$ cat src/rtl/core/spcpi_ram.sv
// generic simple dual-port ram with registered read
module spcpi_ram #(
  parameter int WIDTH = 8,
  parameter int DEPTH = 16
) (
  input  logic                     clk,
  input  logic                     we,
  input  logic [$clog2(DEPTH)-1:0] waddr,
  input  logic [WIDTH-1:0]         wdata,
  input  logic                     re,
  input  logic [$clog2(DEPTH)-1:0] raddr,
  output logic [WIDTH-1:0]         rdata
);

  logic [WIDTH-1:0] mem [DEPTH];
  logic [WIDTH-1:0] rdata_r;

  always_ff @(posedge clk) begin
    if (we) begin
      mem[waddr] <= wdata;
    end
    if (re) begin
      rdata_r <= mem[raddr];
    end
  end

  assign rdata = rdata_r;

endmodule

$ cat config.mk
export PLATFORM = sky130hd
export DESIGN_NAME = spcpi_ram
export DESIGN_NICKNAME = d
export VERILOG_FILES = /design/src/rtl/core/spcpi_ram.sv
export SDC_FILE = /design/constraint.sdc
export NUM_CORES = 1
export LEC_CHECK = 0
export BUFFER_PORTS_ARGS = -buffer_cell sky130_fd_sc_hd__buf_4
export CORE_ASPECT_RATIO = 1.4
export CORE_UTILIZATION = 35
export CTS_CLUSTER_SIZE = 28
export DETAILED_ROUTE_END_ITERATION = 16
export PLACE_DENSITY = 0.49
export SLEW_MARGIN = 20
export SYNTH_ARGS = -nofsm -noshare
export SYNTH_HDL_FRONTEND = slang
export SYNTH_SLANG_ARGS = --single-unit
$ cat constraint.sdc
create_clock -name clk -period 1.95 [get_ports clk]
set_clock_uncertainty 0.15 [all_clocks]
set_input_delay 0.195 -clock clk [delete_from_list [all_inputs] [get_ports clk]]
set_output_delay 0.195 -clock clk [all_outputs]
set_load 0.005 [all_outputs]
==> summary by stage <==
Outcome
The run finished with clean final reports.

Timing
The worst path uses between 80% and 90% of the clock period. The final worst setup slack is between 300 and 400 ps. The highest attainable clock frequency is just over 600 MHz. The number of failing setup endpoints in the final timing report is 0. The total negative setup slack is 0 ps. The clock period could shrink to between 1500 and 2000 ps. Setup repair after global routing left no endpoint under its margin. The final number of max-transition violations is 0. At the pin with the least slew margin, the transition time is ~470 ps.

Headroom to the max-slew limit came out at between 60 and 70%. The count of endpoints failing hold in the final timing report was 0.

Synthesis
Counting flops with an async set or reset pin after synthesis yields a share of 0%. By count the netlist is led by 136 x sky130_fd_sc_hd__edfxtp_1, 18 x sky130_fd_sc_hd__mux4_2, 16 x sky130_fd_sc_hd__a22oi_1. By instance count, the leading cell after synthesis is sky130_fd_sc_hd__edfxtp_1. After synthesis, the largest family of logic cells by area is multiplexers. The share of the synthesized area in compound gates (AO/OA/AOI/OAI) is 2.30%.

The number of register bits inferred by synthesis is approximately 140. Yosys mapped the design onto 18 distinct sky130hd cell types. sky130_fd_sc_hd__edfxtp_1 takes more of the synthesized area than any other cell. The cell count after synthesis came out at 229. The number of synthesized flops with an enable pin is about 140.

The number of warnings reported in the yosys synthesis log is 0. The simple-gate portion of the synthesized area is roughly 3.1%. The proportion of synthesized chip area in sequential cells is between 70% and 80%. The synthesized-area fraction occupied by xor and xnor cells is 0%.

The area share of the leading cell type in the synthesized netlist is between 70 and 80%. The multiplexer fraction of the synthesized cell area is between 10% and 20%. After synthesis the cells add up to between 5000 and 6000 um^2. Counting every net in the synthesized netlist gives approximately 250.

After synthesis, the cell types taking the most area are sky130_fd_sc_hd__edfxtp_1 78%, sky130_fd_sc_hd__mux4_2 7.8%, sky130_fd_sc_hd__mux4_1 7.0%. The average footprint of a synthesized cell is 22.8 um^2. Among all flip-flop cells after synthesis, the most frequent one is sky130_fd_sc_hd__edfxtp_1. The synthesized netlist devotes 0% of its cell area to adder and majority cells.

Final layout
The total inserted antenna cells is 0. The area overhead of the layout relative to synthesis is 24.6%. Across the whole layout, storage elements account for around 4100 um^2. Fill cells in the final layout number around 1200. Cells with a size suffix above 1 make up about a third of the layout. The area used by multi-input combinational logic is between 1000 and 1500 um^2. In the final design database the tool counted 319 nets.

Clock network
The clock insertion delay at the later pin of the skew report is around 400 ps. TritonCTS created 17 clock buffers. The CTS tree is built.

The clock input transition at the sequential cells of the worst setup and hold paths is approximately 60 ps. The cell at the root of the clock tree is sky130_fd_sc_hd__clkbuf_16. The number of sinks handled by clock tree synthesis is roughly 140. The maximum level of the CTS H-tree is 4. The longest clock path from root to sink contains 2 buffers. After clock tree synthesis, the repair step resized 0 gates.

Detailed routing
In the final routed layout, each cell accounts on average for between 20 and 25 um. The detailed-routing iteration count for the pre-antenna-repair pass is 4. Summed over all layers, the routed wires come to 10400 um. The total via count in the routed design is roughly 2400. The remaining number of nets flagged by the antenna check after routing is 0. The post-detailed-route via-to-cell ratio is just under 5. The initial DRC count is 110.

For this run, design rule violations remaining after detail routing come to 0.

Floorplanning
The number of placement rows is 52. From left edge to right edge, the die measures roughly 110 um. The number of top-level pins is 27. The area of the core region is ~15000 um^2. For this configuration, the core starts out at a cell density of a little over a third.

The floorplan step set the die height to approximately 150 um. The die covers 15400 um^2.

Worst setup path
The critical path data arrival time is 1650 ps. The count of cells along the worst register-to-register path is 3. The top fanout value on the critical path is 1.

The endpoint of the lowest-slack register-to-register path is rdata[2]. In this run the critical register-to-register path is launched from mem[1][2]. The most critical setup path has its endpoint at rdata[2]. The internal reg-to-reg setup slack is between 300 and 400 ps.

STA classifies the critical path endpoint as a flop. In this run the worst setup path begins at mem[1][2]. The critical path is of the flop to flop type.

The worst setup path is launched from a flop. The required time of the worst setup path is slightly below 2000 ps.

Placement
The last weighted congestion value of the routability-driven placer is 0.694. The total of buffers placed on input and output ports is 26. The wire-length estimate of the detail-placed layout is 7210 um. The pre-CTS setup slack is between 100 and 150 ps.

Global route
Entering global routing, the biggest net connects 18 pins. The via count of the first global-routing pass is around 2600. The global-route wire length before repair is between 15000 and 20000 um. Global routing used 15.0% of the available tracks. The initial antenna violation count was 0.

The leftover overflow at the end of global routing is 0.

Power
The power density normalized to cell area is around 1100 nW/um^2. The completed layout was analyzed and its total power is around 6900 uW. The cell leakage power is around 0.0022 uW.

Across the VDD grid, the largest voltage drop is around 570 uV.

Hold path
The path category of the worst min-delay check is primary input to flop.

Flow run
Across the run, the number of max-cap violations was 0.
-- per-layer routing --
layer  share of wire, %  up-vias  track usage, %
met3                3.4        9            4.06
met1                 42     1257            18.0
li1                   -     1123               -
met2                 54       56            25.8
met5                  0        -               0
met4                1.2        0            5.70
-- critical path: stages (launching register included) --
cell and delay (ps):
sky130_fd_sc_hd__edfxtp_1 360, sky130_fd_sc_hd__mux4_1 520, sky130_fd_sc_hd__a22oi_1 280, sky130_fd_sc_hd__nand2_1 90
-- flip-flops by register name, summed over array words and instances (netlist names) --
register / cells
rdata: 8
mem: 128
-- stage by stage --
| stage | cells | utilization [%] | hold slack (ps) | area (um^2) |
|---|---|---|---|---|
| floorplan | 229 | - | 144 | 5230 |
| global placement | 461 | 40.1 | 346 | 5810 |
| detailed placement | 461 | 40.1 | 360 | 5810 |
| CTS | 501 | 44.9 | 130 | 6510 |
| global route | 501 | 44.9 | 137 | 6510 |
| finish | 501 | 44.9 | 141 | 6510 |
-- area by class of cell --
class | instances | area share, %
sequential | 136 | 62.7
multi-input combinational | 83 | 16.2
timing repair buffer | 62 | 8.07
clock buffer | 19 | 6.65
tap | 189 | 3.63
clock inverter | 12 | 2.73
-- cells in the final DEF (no fill, tap or decap), drive strengths merged --
master / instances
nor3: 4
mux4: 32
dlygate4sd3: 9
nand2b: 2
and2: 1
or3b: 1
bufinv: 4
nor2b: 1
and2b: 1
nor2: 13
clkinv: 7
edfxtp: 136
nand2: 9
nand3b: 2
buf: 53
clkbuf: 19
a22oi: 16
nand3: 1
clkinvlp: 1
-- repair_timing --
action / 4_1_cts / 5_1_grt
hold endpoints to repair: 136 / 0
setup buffers: 0 / 0
hold buffers: 9 / 0
setup endpoints to repair: 0 / 0
-- cells by family (layout without fill, tap and decap cells) --
family / after synthesis / count (layout)
AO/OA/AOI/OAI: 16 / 16
buffers and inverters: 10 / 93
flip-flops: 136 / 136
multiplexers: 32 / 32
AND/OR/NAND/NOR: 35 / 35
-- worst min path at each step --
stage	start	endpoint	slack, ps	cells past startpoint
3_3_place_gp	wdata[6]	mem[6][6]	350	1
5_1_grt	waddr[1]	mem[4][2]	140	3
3_5_place_dp	wdata[0]	mem[7][0]	360	1
4_1_cts	waddr[0]	mem[4][2]	130	3
2_1_floorplan	wdata[0]	mem[0][0]	140	0
6_report	waddr[0]	mem[4][1]	140	3
-- power by group --
part           total, uW  switching, uW  internal (uW)
sequential          3310           16.2           3290
combinational        345            177            169
clock               3270           1140           2130
No activity file was read; power rests on OpenSTA's default activity.
