### src/rtl/core/spcpi_pkg.sv
// package: sizes, payload structs, status codes and memory request structs
package spcpi_pkg;

  localparam int NUM_COLUMNS = 64;
  localparam int COL_SLOTS   = 16;

  localparam int COL_W   = $clog2(NUM_COLUMNS);
  localparam int ROW_W   = $clog2(NUM_COLUMNS);
  localparam int POS_W   = $clog2(COL_SLOTS + 1);
  localparam int ADDR_W  = $clog2(NUM_COLUMNS * COL_SLOTS);
  localparam int LIM_W   = $clog2(NUM_COLUMNS + 1);
  localparam int CFG_W   = 7;
  localparam int RNUM_W  = 8;
  localparam int TOTAL_W = 11;
  localparam int CMP_W   = (LIM_W > RNUM_W) ? LIM_W : RNUM_W;

  localparam logic [CFG_W-1:0] CFG_RESET = CFG_W'(64);

  typedef enum logic [2:0] {
    ST_INSERTED = 3'd0,
    ST_PRESENT  = 3'd1,
    ST_INACTIVE = 3'd2,
    ST_FULL     = 3'd3,
    ST_RANGE    = 3'd4,
    ST_CLEARED  = 3'd5
  } status_t;

  typedef struct packed {
    logic                     kind;
    logic [COL_W-1:0]         column;
    logic signed [RNUM_W-1:0] row_number;
    logic                     last_in_list;
  } in_item_t;

  typedef struct packed {
    status_t            status;
    logic [POS_W-1:0]   position;
    logic [POS_W-1:0]   column_length;
    logic [TOTAL_W-1:0] total_count;
    logic               list_done;
  } out_item_t;

  typedef struct packed {
    logic             rd;
    logic [COL_W-1:0] rd_col;
    logic             wr;
    logic [COL_W-1:0] wr_col;
    logic [POS_W-1:0] wr_len;
    logic             clear;
  } len_req_t;

  typedef struct packed {
    logic              we;
    logic [ADDR_W-1:0] waddr;
    logic [ROW_W-1:0]  wdata;
    logic              re;
    logic [ADDR_W-1:0] raddr;
  } store_req_t;

endpackage

### src/rtl/core/spcpi_ram.sv
// generic simple dual-port ram with registered read
module spcpi_ram #(
  parameter int WIDTH = 8,
  parameter int DEPTH = 16
) (
  input  logic                     clk,
  input  logic                     we,
  input  logic [$clog2(DEPTH)-1:0] waddr,
  input  logic [WIDTH-1:0]         wdata,
  input  logic                     re,
  input  logic [$clog2(DEPTH)-1:0] raddr,
  output logic [WIDTH-1:0]         rdata
);

  logic [WIDTH-1:0] mem [DEPTH];
  logic [WIDTH-1:0] rdata_r;

  always_ff @(posedge clk) begin
    if (we) begin
      mem[waddr] <= wdata;
    end
    if (re) begin
      rdata_r <= mem[raddr];
    end
  end

  assign rdata = rdata_r;

endmodule

### src/rtl/core/spcpi_len_table.sv
// column length table: ram plus per-column valid bits, all cleared at once by a clear request
module spcpi_len_table (
  input  logic                      clk,
  input  logic                      rst_n,
  input  spcpi_pkg::len_req_t       req,
  output logic [spcpi_pkg::POS_W-1:0] rdata
);

  logic [spcpi_pkg::NUM_COLUMNS-1:0] valid_r, valid_nxt;
  logic                              rd_vld_r, rd_vld_nxt;
  logic [spcpi_pkg::POS_W-1:0]       ram_q;

  spcpi_ram #(
    .WIDTH (spcpi_pkg::POS_W),
    .DEPTH (spcpi_pkg::NUM_COLUMNS)
  ) u_len_ram (
    .clk   (clk),
    .we    (req.wr),
    .waddr (req.wr_col),
    .wdata (req.wr_len),
    .re    (req.rd),
    .raddr (req.rd_col),
    .rdata (ram_q)
  );

  always_comb begin
    valid_nxt  = valid_r;
    rd_vld_nxt = rd_vld_r;
    if (req.clear) begin
      valid_nxt = '0;
    end else if (req.wr) begin
      valid_nxt[req.wr_col] = 1'b1;
    end
    if (req.rd) begin
      rd_vld_nxt = valid_r[req.rd_col];
    end
  end

  always_ff @(posedge clk) begin
    if (!rst_n) begin
      valid_r  <= '0;
      rd_vld_r <= 1'b0;
    end else begin
      valid_r  <= valid_nxt;
      rd_vld_r <= rd_vld_nxt;
    end
  end

  // a column never written since the last clear reads as empty
  assign rdata = rd_vld_r ? ram_q : '0;

endmodule

### config.mk
export PLATFORM = sky130hd
export DESIGN_NAME = spcpi_len_table
export DESIGN_NICKNAME = d
export VERILOG_FILES = /design/src/rtl/core/spcpi_pkg.sv /design/src/rtl/core/spcpi_ram.sv /design/src/rtl/core/spcpi_len_table.sv
export SDC_FILE = /design/constraint.sdc
export NUM_CORES = 1
export LEC_CHECK = 0
export BUFFER_PORTS_ARGS = -buffer_cell sky130_fd_sc_hd__buf_2
export CORE_ASPECT_RATIO = 0.75
export CORE_MARGIN = 2
export CORE_UTILIZATION = 41
export CTS_CLUSTER_DIAMETER = 40
export CTS_CLUSTER_SIZE = 16
export DETAILED_ROUTE_END_ITERATION = 8
export GPL_ROUTABILITY_DRIVEN = 0
export GPL_TIMING_DRIVEN = 1
export PLACE_DENSITY = 0.62
export SYNTH_ARGS = -nofsm -noshare
export SYNTH_HDL_FRONTEND = slang
export SYNTH_SLANG_ARGS = --single-unit
### constraint.sdc
create_clock -name clk -period 3.78 [get_ports clk]
set_input_delay 0.945 -clock clk [delete_from_list [all_inputs] [get_ports clk]]
set_output_delay 0.945 -clock clk [all_outputs]
set_load 0.005 [all_outputs]
==> results of run 1 <==
==> sequential cells by signal, indices dropped and copies added, names as in the netlist <==
register         count
valid_r             64
rd_vld_r             1
u_len_ram.mem      320
u_len_ram.rdata      5
==> layer usage <==
metal	GRT usage (%)	part of all wire, %	vias up
li1	-	-	3217
met1	28.22	46	3989
met2	26.76	44	262
met3	3.798	7.1	54
met4	4.981	2.0	0
met5	0	0	-
==> cells by family (layout without fill, tap and decap cells) <==
family	after synthesis	in the layout	synth area share (%)
flip-flops	390	390	73.18
multiplexers	129	129	17.97
AND/OR/NAND/NOR	118	118	3.593
AO/OA/AOI/OAI	81	81	3.957
buffers and inverters	42	130	1.300
==> Yosys cell counts, types with 2 or more instances <==
cell type	instances
o22ai_1	2
a22oi_1	2
buf_1	3
nor3_1	5
nand3_1	9
nor2b_1	8
and2_1	6
nand4_1	4
buf_2	10
edfxtp_1	325
clkbuf_1	24
o21ai_0	7
mux4_2	113
or3_1	2
a22o_1	2
buf_4	3
dfxtp_1	65
nand3b_1	3
nor2_1	64
buf_6	2
nand2b_1	5
o21a_1	64
mux2_2	8
nand2_1	10
mux2i_1	8
==> worst max-delay path by stage <==
| stage | slack, ns | start | to |
|---|---|---|---|
| floorplan | 0.76 | req[14] | u_len_ram.rdata[0] |
| global placement | 0.37 | req[13] | u_len_ram.rdata[4] |
| detailed placement | 0.36 | req[13] | u_len_ram.rdata[0] |
| CTS | 0.96 | req[13] | u_len_ram.rdata[1] |
| global route | 0.84 | req[13] | u_len_ram.rdata[1] |
| finish | 0.94 | req[13] | u_len_ram.rdata[1] |
==> worst max-delay path, delay by kind of cell <==
kind,cells,cell delay (ns)
buf+inv,2,0.58
simple gates,1,0.12
compound gates,1,0.10
mux,3,1.36
==> stage by stage <==
| step | hold WS, ns | utilization [%] |
|---|---|---|
| after floorplan | 0.4352 | - |
| after global placement | 0.4399 | 44.20 |
| after detailed placement | 0.4483 | 44.20 |
| after CTS | 0.4649 | 48.08 |
| after global routing | 0.4731 | 48.08 |
| final | 0.4647 | 48.08 |
==> report_power, final <==
group | leakage, nW | total [mW] | internal (mW) | switching (mW)
clock | 0.682 | 4.12 | 2.37 | 1.75
sequential | 3.45 | 4.70 | 4.68 | 0.0131
combinational | 1.43 | 0.442 | 0.181 | 0.261
total | 5.56 | 9.26 | 7.23 | 2.03
==> final cells by class <==
cell class              count  area share, %
clock inverters            27          1.730
well taps                 496          3.575
flip-flops and latches    390          63.71
repair buffers             56          2.386
multi-input cells         328          22.26
clock buffers              47          6.342
==> results.toml, run 1 <==
[worst_hold_path]
holdPathStages = 1
hold-path-endpoint = "valid_r[8]"
min_from = "valid_r[8]"
hold_class = "reg -> reg"

[synth]
synth_fp_nets = 782
synth_cells = 760
syn-cell-area_um2 = 15110
async_flop_share_pct = 0
synth_top_cell_area_share_pct = 64.57
synth_enable_flop_cells = 325
synth-seq-cells = 390
yosysWarnings = 0
synth_cell_type_count = 31
ys_seq_area_share_pct = 73.18
post-synth-top-area-cell = "edfxtp_1"
synth_area_per_cell_um2 = 19.89
synth-main-ff-cell = "edfxtp_1"
synth_area_leaders = "edfxtp_1, mux4_2, dfxtp_1"

[setup_path]
r2r_end = "u_len_ram.rdata[4]"
crit_path_end_kind = "register"
r2r-start = "u_len_ram.mem[59][4]"
crit_path_start_kind = "input port"
reg2reg_depth = 5
max_stage_delay_ns = 0.55
worstPathCellList = "buf_6 > buf_4 > mux4_2 > mux4_2 > mux2_2 > nand2_1 > o21ai_0"
crit_path_frequent_cell = "mux4_2"
path_max_fanout = 18
crit_type = "in -> reg"
cp.arrival_ns = 3.13
cp_slowest_cell = "mux4_2"
worstPathRequired_ns = 4.07
reg2reg_slack_ns = 1.57

[global_route]
grt_max_degree = 65
first_global_vias = 7495
grt.total_usage_pct = 18.41
grt_pass1_wl_um = 50430
grt-ovfl-total = 0
grt_antenna_before_repair = 0

[routing]
first_pass_iters = 8
routed_via_density = 5.597
drc = 0
ant_nets = 0
wl_per_cell_um = 25.49
drt_iter0_drc = 964
vias = 7522
drt_wl_total_um = 34260

[clocking]
tritoncts = "done"
htree_levels = 2
numCtsBuffers = 40
post_cts_resize_count = 0
clock_latency_ns = 0.55
cts_hold_buf = 0
root_buffer = "clkbuf_16"
post-cts-setup-buffers = 0
cts.clk_slew.worst_paths_ns = 0.06
clockBufferDepth = 3
cts.sinks = 390

[timing]
worst_slew_pin_slew_ns = 1.096
finalWorstSetupSlack_ns = 0.9372
timing.fmax_ghz = 0.3518
period_needed_ns = 2.843
clock_skew_ns = 0.01660
hold_viol = 0
fin_crit_sh_pct = 75.21
rsz0062_at_grt = "no"
slew_violations = 0
tns_ns = 0
slew_headroom_pct = 26.92
final-setup-viol-count = 0

[layout]
register_area_um2 = 11060
fin_nets = 838
drive_above_1_share_pct = 29.25
antenna_cells = 0
syn_to_final_growth_pct = 14.87
fin_cells = 1344
final_cell_mix = "edfxtp_1, mux4_2, dfxtp_1"
multiInputGateArea_um2 = 3864
final_common_cell = "edfxtp_1"
fillers = 2948
postLayoutCellArea_um2 = 17360

[placed_design]
dp.cells = 1270
pre_cts_ws_ns = 0.3602
dp_hpwl_um = 22450
io_buffer_count = 26
placed_cell_area_um2 = 15960

[job]
maxCapViolCount = 0

[power_and_ir_drop]
peakVddDrop_mv = 0.2920
p_leak_nw = 5.560
power-per-cell-area_nw_per_um2 = 533.3
power_mw = 9.258

[floorplanning]
die_x_um = 225.7
dieArea_um2 = 38430
io_pins = 27
die_h_um = 170.3
core_area_um2 = 36110
initial_core_util_pct = 41.85
rows = 60

[outcome]
status = "complete, no violations"
(Power assumes the default switching activity.)
==> run 2: changes to the inputs <==
- PLACE_DENSITY: 0.62 -> 0.64
- clock period: 3.78 -> 2.5 ns (I/O delays scaled with it)
==> results.toml, run 2 (same netlist as run 1, synthesis figures left out) <==
[placed_design]
io_buffer_count = 26
placed_cell_area_um2 = 16630
dp_hpwl_um = 22640
pre_cts_ws_ns = -0.3903

[timing]
rsz0062_at_grt = "no"
finalWorstSetupSlack_ns = 0.1572
final-setup-viol-count = 0
slew_headroom_pct = 56.31
fin_crit_sh_pct = 93.71
period_needed_ns = 2.343
worst_slew_pin_slew_ns = 0.6553
timing.fmax_ghz = 0.4268
slew_violations = 0
clock_skew_ns = 0.01293
hold_viol = 0

[floorplanning]
initial_core_util_pct = 41.85
io_pins = 27
dieArea_um2 = 38430
core_area_um2 = 36110
die_h_um = 170.3
die_x_um = 225.7
rows = 60

[clocking]
root_buffer = "clkbuf_16"
numCtsBuffers = 39
clockBufferDepth = 3
post-cts-setup-buffers = 0
cts.sinks = 390
cts.clk_slew.worst_paths_ns = 0.07
post_cts_resize_count = 0
clock_latency_ns = 0.53
cts_hold_buf = 0
htree_levels = 2
tritoncts = "done"

[setup_path]
cp.arrival_ns = 2.62
worstPathRequired_ns = 2.77
cp-startpoint = "req[13]"
r2r_end = "u_len_ram.rdata[2]"
path_max_fanout = 16
crit_path_end = "u_len_ram.rdata[2]"
r2r-start = "u_len_ram.mem[16][2]"
reg2reg_depth = 3
crit_path_start_kind = "input port"
crit_type = "in -> reg"
reg2reg_slack_ns = 0.37
crit_path_end_kind = "register"

[layout]
syn_to_final_growth_pct = 19.16
register_area_um2 = 11060
postLayoutCellArea_um2 = 18010
multiInputGateArea_um2 = 3864
final_common_cell = "edfxtp_1"
antenna_cells = 0
final_cell_mix = "edfxtp_1, mux4_2, buf_4"
largest-register = "u_len_ram.mem"
drive_above_1_share_pct = 35.21
fillers = 2930
fin_nets = 918
largest_reg_flops = 320

[routing]
vias = 7634
ant_nets = 0
drc = 0
routed_via_density = 5.368
wl_per_cell_um = 23.45
first_pass_iters = 5
drt_iter0_drc = 887
drt_wl_total_um = 33350

[power_and_ir_drop]
p_leak_nw = 6.004
internal_power_mw = 11.03
power_mw = 14.00
p_sw_share_pct = 21.23
p_seq_share_pct = 50.7
comb_power_share_pct = 5.1
power-per-cell-area_nw_per_um2 = 777.4
p_sw_mw = 2.972
power_frac_clock_pct = 44.3
peakVddDrop_mv = 0.4674

[global_route]
grt-ovfl-total = 0
first_global_vias = 7601
grt.met2_usage_pct = 26.15
grt.total_usage_pct = 18.02
use_met1_pct = 27.81
grt_antenna_before_repair = 0
gr-usage-met3_pct = 3.608
grt_max_degree = 65
grt_pass1_wl_um = 49990
top_usage_layer = "met1"

[outcome]
status = "complete, no violations"

[job]
maxCapViolCount = 0

[worst_hold_path]
hold_class = "in -> reg"
## run 2: cell count changes in the layout (fill, tap and decap cells not counted), moves of 2 or more
cell	change
buf_4	+76
clkbuf_8	+2
buf_12	+5
clkinv_4	-2
## run 2: cell type report
class / count / area share, %
repair buffers: 137 / 6.024
clock inverters: 23 / 1.529
clock buffers: 48 / 6.128
flip-flops and latches: 390 / 61.42
well taps: 496 / 3.446
multi-input cells: 328 / 21.45
## run 2: worst max-delay path: stages
cell and delay [ns]:
buf_6 0.22, buf_12 0.20, mux4_2 0.57, mux4_2 0.49, mux4_2 0.48
## run 2: per-stage QoR
step / hold slack (ns) / TNS (ns) / cells / utilization [%]
2_1_floorplan: 0.4352 / -0.1424 / 760 / -
6_report: 0.3960 / 0 / 1422 / 49.87
4_1_cts: 0.3785 / 0 / 1422 / 49.87
3_3_place_gp: 0.4414 / -2.234 / 1351 / 46.05
5_1_grt: 0.3809 / 0 / 1422 / 49.87
3_5_place_dp: 0.4476 / -2.124 / 1351 / 46.05
## run 2: power groups by stage
stage                     Sequential, mW  Combinational [mW]  Clock [mW]
after floorplan                     7.23               0.400           0
after global placement              7.23               0.710           0
after detailed placement            7.23               0.717           0
after CTS                           7.09               0.718        6.34
after global routing                7.09               0.760        6.58
final                               7.09               0.711        6.20
## run 2: worst min path at each step
stage | from | endpoint | slack, ns | cells past startpoint
final | req[0] | valid_r[26] | 0.40 | 3
after global routing | req[0] | valid_r[26] | 0.38 | 3
after CTS | req[0] | valid_r[31] | 0.38 | 3
after detailed placement | valid_r[21] | valid_r[21] | 0.45 | 1
after global placement | valid_r[1] | valid_r[1] | 0.44 | 1
after floorplan | valid_r[37] | valid_r[37] | 0.44 | 1
## run 2: layer usage
| layer | up-vias | part of all wire (%) |
|---|---|---|
| li1 | 3385 | - |
| met1 | 3977 | 48 |
| met4 | 0 | 1.9 |
| met5 | - | 0 |
| met3 | 47 | 5.8 |
| met2 | 225 | 44 |
