<file path="config.mk">
export PLATFORM = sky130hd
export DESIGN_NAME = spcpi_ctrl
export DESIGN_NICKNAME = d
export VERILOG_FILES = /design/src/rtl/core/spcpi_pkg.sv /design/src/rtl/core/spcpi_ctrl.sv
export SDC_FILE = /design/constraint.sdc
export NUM_CORES = 1
export LEC_CHECK = 0
export ABC_AREA = 0
export BUFFER_PORTS_ARGS = -buffer_cell sky130_fd_sc_hd__buf_2
export CORE_UTILIZATION = 59
export CTS_BUF_LIST = sky130_fd_sc_hd__clkbuf_8
export CTS_CLUSTER_SIZE = 16
export DETAILED_ROUTE_END_ITERATION = 12
export PLACE_DENSITY = 0.84
export SYNTH_ARGS = -nofsm -noshare
export SYNTH_HDL_FRONTEND = slang
export SYNTH_SLANG_ARGS = --single-unit
</file>
<file path="constraint.sdc">
create_clock -name clk -period 6.3 [get_ports clk]
set_input_delay 1.26 -clock clk [delete_from_list [all_inputs] [get_ports clk]]
set_output_delay 1.26 -clock clk [all_outputs]
set_load 0.1 [all_outputs]
</file>
<file path="src/rtl/core/spcpi_pkg.sv">
// package: sizes, payload structs, status codes and memory request structs
package spcpi_pkg;

  localparam int NUM_COLUMNS = 64;
  localparam int COL_SLOTS   = 16;

  localparam int COL_W   = $clog2(NUM_COLUMNS);
  localparam int ROW_W   = $clog2(NUM_COLUMNS);
  localparam int POS_W   = $clog2(COL_SLOTS + 1);
  localparam int ADDR_W  = $clog2(NUM_COLUMNS * COL_SLOTS);
  localparam int LIM_W   = $clog2(NUM_COLUMNS + 1);
  localparam int CFG_W   = 7;
  localparam int RNUM_W  = 8;
  localparam int TOTAL_W = 11;
  localparam int CMP_W   = (LIM_W > RNUM_W) ? LIM_W : RNUM_W;

  localparam logic [CFG_W-1:0] CFG_RESET = CFG_W'(64);

  typedef enum logic [2:0] {
    ST_INSERTED = 3'd0,
    ST_PRESENT  = 3'd1,
    ST_INACTIVE = 3'd2,
    ST_FULL     = 3'd3,
    ST_RANGE    = 3'd4,
    ST_CLEARED  = 3'd5
  } status_t;

  typedef struct packed {
    logic                     kind;
    logic [COL_W-1:0]         column;
    logic signed [RNUM_W-1:0] row_number;
    logic                     last_in_list;
  } in_item_t;

  typedef struct packed {
    status_t            status;
    logic [POS_W-1:0]   position;
    logic [POS_W-1:0]   column_length;
    logic [TOTAL_W-1:0] total_count;
    logic               list_done;
  } out_item_t;

  typedef struct packed {
    logic             rd;
    logic [COL_W-1:0] rd_col;
    logic             wr;
    logic [COL_W-1:0] wr_col;
    logic [POS_W-1:0] wr_len;
    logic             clear;
  } len_req_t;

  typedef struct packed {
    logic              we;
    logic [ADDR_W-1:0] waddr;
    logic [ROW_W-1:0]  wdata;
    logic              re;
    logic [ADDR_W-1:0] raddr;
  } store_req_t;

endpackage

</file>
<file path="src/rtl/core/spcpi_ctrl.sv">
// sequencer: length lookup, column scan, shift-up and insert
module spcpi_ctrl (
  input  logic                          clk,
  input  logic                          rst_n,
  input  logic                          in_valid,
  output logic                          in_ready,
  input  spcpi_pkg::in_item_t           in_data,
  input  logic                          cfg_we,
  input  logic [spcpi_pkg::CFG_W-1:0]   cfg_wdata,
  output logic                          res_valid,
  input  logic                          res_take,
  output spcpi_pkg::out_item_t          res_data,
  output spcpi_pkg::len_req_t           len_req,
  input  logic [spcpi_pkg::POS_W-1:0]   len_rdata,
  output spcpi_pkg::store_req_t         st_req,
  input  logic [spcpi_pkg::ROW_W-1:0]   st_rdata
);

  typedef enum logic [5:0] {
    S_IDLE  = 6'b000001,
    S_LEN   = 6'b000010,
    S_SCAN  = 6'b000100,
    S_SHIFT = 6'b001000,
    S_INS   = 6'b010000,
    S_DONE  = 6'b100000
  } state_t;

  state_t                          state_r, state_nxt;
  spcpi_pkg::in_item_t             item_r, item_nxt;
  spcpi_pkg::out_item_t            res_r, res_nxt;
  logic [spcpi_pkg::ADDR_W-1:0]    base_r, base_nxt;
  logic [spcpi_pkg::POS_W-1:0]     len_r, len_nxt;
  logic [spcpi_pkg::POS_W-1:0]     j_r, j_nxt;
  logic [spcpi_pkg::POS_W-1:0]     k_r, k_nxt;
  logic [spcpi_pkg::ROW_W-1:0]     newrow_r, newrow_nxt;
  logic [spcpi_pkg::TOTAL_W-1:0]   total_r, total_nxt;
  logic [spcpi_pkg::CFG_W-1:0]     cfg_r;

  logic [spcpi_pkg::CMP_W-1:0]     cfg_ext, ncol_ext, limit;
  logic [spcpi_pkg::CMP_W-1:0]     col_ext, rn_ext;
  logic                            rn_inactive;
  logic [spcpi_pkg::POS_W-1:0]     jn, kn, scan_pos;
  logic                            scan_end;

  always_comb begin
    cfg_ext  = spcpi_pkg::CMP_W'(cfg_r);
    ncol_ext = spcpi_pkg::CMP_W'(spcpi_pkg::NUM_COLUMNS);
    limit    = (cfg_ext > ncol_ext) ? ncol_ext : cfg_ext;
    col_ext  = spcpi_pkg::CMP_W'(in_data.column);
    rn_ext   = spcpi_pkg::CMP_W'($unsigned(item_r.row_number));
    rn_inactive = item_r.row_number[spcpi_pkg::RNUM_W-1] || (item_r.row_number == '0);
  end

  always_comb begin
    state_nxt  = state_r;
    item_nxt   = item_r;
    res_nxt    = res_r;
    base_nxt   = base_r;
    len_nxt    = len_r;
    j_nxt      = j_r;
    k_nxt      = k_r;
    newrow_nxt = newrow_r;
    total_nxt  = total_r;
    len_req    = '0;
    st_req     = '0;
    in_ready   = 1'b0;
    res_valid  = 1'b0;
    jn         = j_r + spcpi_pkg::POS_W'(1);
    kn         = k_r - spcpi_pkg::POS_W'(1);
    scan_end   = 1'b0;
    scan_pos   = j_r;

    case (state_r)
      S_IDLE: begin
        in_ready = 1'b1;
        if (in_valid) begin
          item_nxt = in_data;
          if (in_data.kind) begin
            len_req.clear = 1'b1;
            total_nxt     = '0;
            res_nxt       = '{spcpi_pkg::ST_CLEARED, '0, '0, '0, in_data.last_in_list};
            state_nxt     = S_DONE;
          end else if (col_ext >= limit) begin
            res_nxt   = '{spcpi_pkg::ST_RANGE, '0, '0, total_r, in_data.last_in_list};
            state_nxt = S_DONE;
          end else begin
            len_req.rd     = 1'b1;
            len_req.rd_col = in_data.column;
            base_nxt = spcpi_pkg::ADDR_W'(in_data.column)
                     * spcpi_pkg::ADDR_W'(spcpi_pkg::COL_SLOTS);
            state_nxt = S_LEN;
          end
        end
      end

      S_LEN: begin
        len_nxt    = len_rdata;
        j_nxt      = '0;
        newrow_nxt = spcpi_pkg::ROW_W'(rn_ext - spcpi_pkg::CMP_W'(1));
        if (rn_inactive) begin
          res_nxt   = '{spcpi_pkg::ST_INACTIVE, '0, len_rdata, total_r, item_r.last_in_list};
          state_nxt = S_DONE;
        end else if (rn_ext > limit) begin
          res_nxt   = '{spcpi_pkg::ST_RANGE, '0, len_rdata, total_r, item_r.last_in_list};
          state_nxt = S_DONE;
        end else if (len_rdata == '0) begin
          state_nxt = S_INS;
        end else begin
          st_req.re    = 1'b1;
          st_req.raddr = base_r;
          state_nxt    = S_SCAN;
        end
      end

      S_SCAN: begin
        if (newrow_r < st_rdata) begin
          scan_end = 1'b1;
          scan_pos = j_r;
        end else if (newrow_r == st_rdata) begin
          res_nxt   = '{spcpi_pkg::ST_PRESENT, j_r, len_r, total_r, item_r.last_in_list};
          state_nxt = S_DONE;
        end else if (jn < len_r) begin
          j_nxt        = jn;
          st_req.re    = 1'b1;
          st_req.raddr = base_r + spcpi_pkg::ADDR_W'(jn);
        end else begin
          scan_end = 1'b1;
          scan_pos = jn;
        end
        if (scan_end) begin
          j_nxt = scan_pos;
          if (len_r >= spcpi_pkg::POS_W'(spcpi_pkg::COL_SLOTS)) begin
            res_nxt   = '{spcpi_pkg::ST_FULL, scan_pos, len_r, total_r, item_r.last_in_list};
            state_nxt = S_DONE;
          end else if (len_r > scan_pos) begin
            // move the top entry first, one slot per cycle downward
            k_nxt        = len_r;
            st_req.re    = 1'b1;
            st_req.raddr = base_r + spcpi_pkg::ADDR_W'(len_r - spcpi_pkg::POS_W'(1));
            state_nxt    = S_SHIFT;
          end else begin
            state_nxt = S_INS;
          end
        end
      end

      S_SHIFT: begin
        st_req.we    = 1'b1;
        st_req.waddr = base_r + spcpi_pkg::ADDR_W'(k_r);
        st_req.wdata = st_rdata;
        k_nxt        = kn;
        if (kn > j_r) begin
          st_req.re    = 1'b1;
          st_req.raddr = base_r + spcpi_pkg::ADDR_W'(kn - spcpi_pkg::POS_W'(1));
        end else begin
          state_nxt = S_INS;
        end
      end

      S_INS: begin
        st_req.we      = 1'b1;
        st_req.waddr   = base_r + spcpi_pkg::ADDR_W'(j_r);
        st_req.wdata   = newrow_r;
        len_req.wr     = 1'b1;
        len_req.wr_col = item_r.column;
        len_req.wr_len = len_r + spcpi_pkg::POS_W'(1);
        total_nxt      = total_r + spcpi_pkg::TOTAL_W'(1);
        res_nxt = '{spcpi_pkg::ST_INSERTED, j_r, len_r + spcpi_pkg::POS_W'(1),
                    total_r + spcpi_pkg::TOTAL_W'(1), item_r.last_in_list};
        state_nxt = S_DONE;
      end

      S_DONE: begin
        res_valid = 1'b1;
        if (res_take) begin
          state_nxt = S_IDLE;
        end
      end

      default: begin
        state_nxt = S_IDLE;
      end
    endcase
  end

  assign res_data = res_r;

  always_ff @(posedge clk) begin
    if (!rst_n) begin
      state_r <= S_IDLE;
      total_r <= '0;
      cfg_r   <= spcpi_pkg::CFG_RESET;
    end else begin
      state_r <= state_nxt;
      total_r <= total_nxt;
      if (cfg_we) begin
        cfg_r <= cfg_wdata;
      end
    end
  end

  always_ff @(posedge clk) begin
    item_r   <= item_nxt;
    res_r    <= res_nxt;
    base_r   <= base_nxt;
    len_r    <= len_nxt;
    j_r      <= j_nxt;
    k_r      <= k_nxt;
    newrow_r <= newrow_nxt;
  end

endmodule

</file>
==> impl_results.md <==
- Seq pwr share: 49.0%
- Gate power share: 24.8%
- Dominant synthesized flop cell: edfxtp_1
- All-Layer GR Usage: 31.7%
- Wire per inst: 19.2 microns
- Worst r2r path cells: 12
- Yosys cell types: 73
- Most frequent CP cell: ha_1
- Post-CTS setup buffer count: 0
- Cells after Synth: 652
- Async SR Flop Fraction: 0%
- Mapped Nets: 746
- # DRC: 0
- Compound-Gate Fraction of Synth Area: 20.5%
- Initial Util: 61.2%
- Clk pwr share: 26.2%
- Syn Std Cell Area: 6370 sq um
- Grt total ovfl: 0
- Largest family of logic cells by synthesized area: compound AO/OA/AOI/OAI gates
- Synth Area in Adders: 11.0%
- Slowest-stage cell, CP: edfxtp_1
- Synth Area in Simple Gates: 16.9%
- Nets: 857
- Global placement routability congestion: 0.941
- Final Max Slew Viols: 0
- Die X: 106 microns
- Bufs on Longest Clock Path: 2
- Gates resized, CTS repair: 0
- Post-synth top area share: 31.6%
- Seq/Total Area, Yosys: 39.1%
- Fmax: 167 MHz
- Hold depth: 2
- Critical path depth: 17
- Yosys top cell by area: edfxtp_1
- Worst path max stage delay: 0.58 ns
- Post-synth EDFFs: 67
- Crit Path Max Fanout: 7
- Synthesized area per cell: 9.78 sq um
- Sink Count: 91
- Slew @ Worst Pin: 0.876 ns
- Slew margin rel.: 41.1%
- Skew-Pair Late Insertion Delay: 0.37 ns
- Final WL: 17,400 microns
- Yosys warns: 0
- Buf/Inv on CP: 2
- Area contributors post-synth: edfxtp_1, ha_1, dfxtp_1, xnor2_1, o21ai_0
- CTS Buf Count: 9
- Tightest Hold Check Type: register to register
- Detail Route Antenna Nets: 0
- Post-synthesis xor/xnor area fraction: 6.67%
- CTS tree: built
- CP Launch Type: register
- Final Util: 71.4%
- Core Region: 10,400 sq um
- Setup violators final: 0
- Crit path max-delay family: simple AND/OR/NAND/NOR gates
- Clk pin slew, worst setup/hold paths: 0.09 ns
- Final period util: 95.2%
- DIE AREA: 11,200 sq um
- WP data arrival: 4.74 ns
- Crit path required time: 5.04 ns
- H-tree levels: 3
- Initial antenna violation count: 0
- Initial drt markers: 535
- Leakage: 3.23 nW
- Post-route setup TNS: 0 ns
- Internal power: 935 uW
- DR pass1 iterations: 6
- Number of port buffers: 113
- Syn-to-layout area delta: 16.7%
- Unrepaired setup endpoints after global routing: false
- Crit Path Class: register to output pin
- Antenna cells: 0
- Hold_buf cts: 0
- Critical path cell sequence: ha_1 > nand3_1 > xnor2_1 > ha_1 > a21oi_1 > o21ai_1 > inv_1 > ha_1 > nand2_1 > o21ai_0 > ha_1 > nand4b_1 > nor4_4 > o2bb2ai_2 > nor4_2 > a221o_1 > buf_12
- Vias in the first global route: 5,489
- Net switching share of the total power: 35.9%
- Global-route wire length before repair: 27,700 microns
- # IOs: 114
- Die Y: 106 microns
- Std-Cell Rows: 37
- Vias: 5,739
- Skew final: 0.0142 ns
- Max Cap Viol: 0
- Pin count of the biggest net entering global routing: 28
- Element type at the critical path end: output pin
- Cell Pwr Density: 196 nW/um^2
- Max VDD drop: 0.159 mV
- Switching power: 524 uW
- Clock Tree Root: clkbuf_8
- Endpoints failing hold: 0
- Period minus WS final: 6.00 ns
- Post-synthesis register bit count: 91
- Multiplexer share of the synthesized area: 2.04%
- Status: finished, final reports clean
- Via-to-Cell Ratio: 6.35
- Ratio of cells with drive above 1 in the final layout: 21.6%
- Detail Placement HPWL: 13,200 microns
power by group through the flow:
stage | Sequential, mW | Clock [mW] | Combinational, mW
2_1_floorplan | 0.820 | 0 | 0.183
3_3_place_gp | 0.726 | 0 | 0.351
3_5_place_dp | 0.727 | 0 | 0.359
4_1_cts | 0.713 | 0.387 | 0.361
5_1_grt | 0.718 | 0.411 | 0.385
6_report | 0.714 | 0.382 | 0.362
synth_stat cells (all sizes together), types with 12 or more instances:
master,number
edfxtp,67
ha,53
nor2,46
o21ai,43
nand2,42
inv,34
a21oi,33
xnor2,31
nand3,28
dfxtp,24
clkbuf,23
nor2b,21
xor2,15
a21o,14
and2,14
mux2i,13
nor3,12
o211ai,12
metal layers:
| metal | track usage, % | share of wire, % |
|---|---|---|
| met5 | 0 | 0 |
| met4 | 13.8 | 2.7 |
| met3 | 5.03 | 7.3 |
| met2 | 52.4 | 49 |
| met1 | 41.2 | 41 |
worst reg2reg max path, stage by stage (launching register included):
cell,delay [ns]
edfxtp_1,0.58
ha_1,0.37
nand3_1,0.19
xnor2_1,0.28
ha_1,0.29
a21oi_1,0.17
o21ai_1,0.13
buf_4,0.20
a21boi_1,0.43
nor2_1,0.22
nor2_2,0.68
o21bai_1,0.33
a221o_1,0.44
cell type report:
class,count,area (sq um)
well taps,136,170
clock inverters,6,48.8
inverters,35,131
flip-flops and latches,91,2490
repair buffers,126,798
multi-input cells,500,3660
fillers,799,2980
clock buffers,10,138
state kept, by name, indices dropped and copies added (netlist names):
name	flops
total_r	11
base_r	6
rn_ext	8
k_r	5
state_r	6
j_r	5
res_data	25
len_r	5
item_r	7
newrow_r	6
cfg_r	7
layout by cell type (no fill, tap or decap), types with 4 or more instances in the layout:
master	synthesis	layout
a31oi_1	10	10
a21o_1	14	14
ha_1	53	53
nor2_1	45	45
buf_12	0	9
o211ai_1	10	10
xor2_1	15	15
dfxtp_1	24	24
inv_1	34	35
a22oi_1	6	5
edfxtp_1	67	67
o21ai_0	38	38
xnor2_1	31	31
nor2b_1	21	21
o21a_1	9	9
buf_2	2	104
nor3_1	12	12
clkbuf_8	0	10
a21oi_1	33	33
nand3_1	28	28
nand3b_1	6	6
and3_1	10	10
buf_4	0	13
a22o_1	10	10
a21boi_0	5	5
nand4b_1	4	4
nand2_1	42	42
a221o_1	10	10
mux2i_1	13	13
and2_1	13	13
through the flow:
| stage | area (sq um) | total power [mW] | std cells | setup slack (ns) | hold slack [ns] |
|---|---|---|---|---|---|
| after detailed placement | 7250 | 1.09 | 888 | 0.450 | 0.504 |
| final | 7440 | 1.46 | 904 | 0.303 | 0.529 |
| after floorplan | 6380 | 1.00 | 652 | 0.264 | 0.474 |
| after CTS | 7440 | 1.46 | 904 | 0.383 | 0.526 |
| after global routing | 7440 | 1.51 | 904 | 0.157 | 0.554 |
| after global placement | 7250 | 1.08 | 888 | 0.489 | 0.501 |
cells by family after synthesis:
group	after synthesis
mux	13
xor+xnor	47
fa+ha+maj	55
simple gates	204
flops	91
compound gates	181
buf+inv	61
final timing paths:
check,start,end,slack [ns]
setup reg to reg,j_r[0],res_data[11],1.75
setup / recovery,j_r[0],st_req[5],0.30
hold / removal,cfg_r[3],cfg_r[3],0.53
hold reg to reg,cfg_r[3],cfg_r[3],0.53
(Power assumes the default switching activity.)
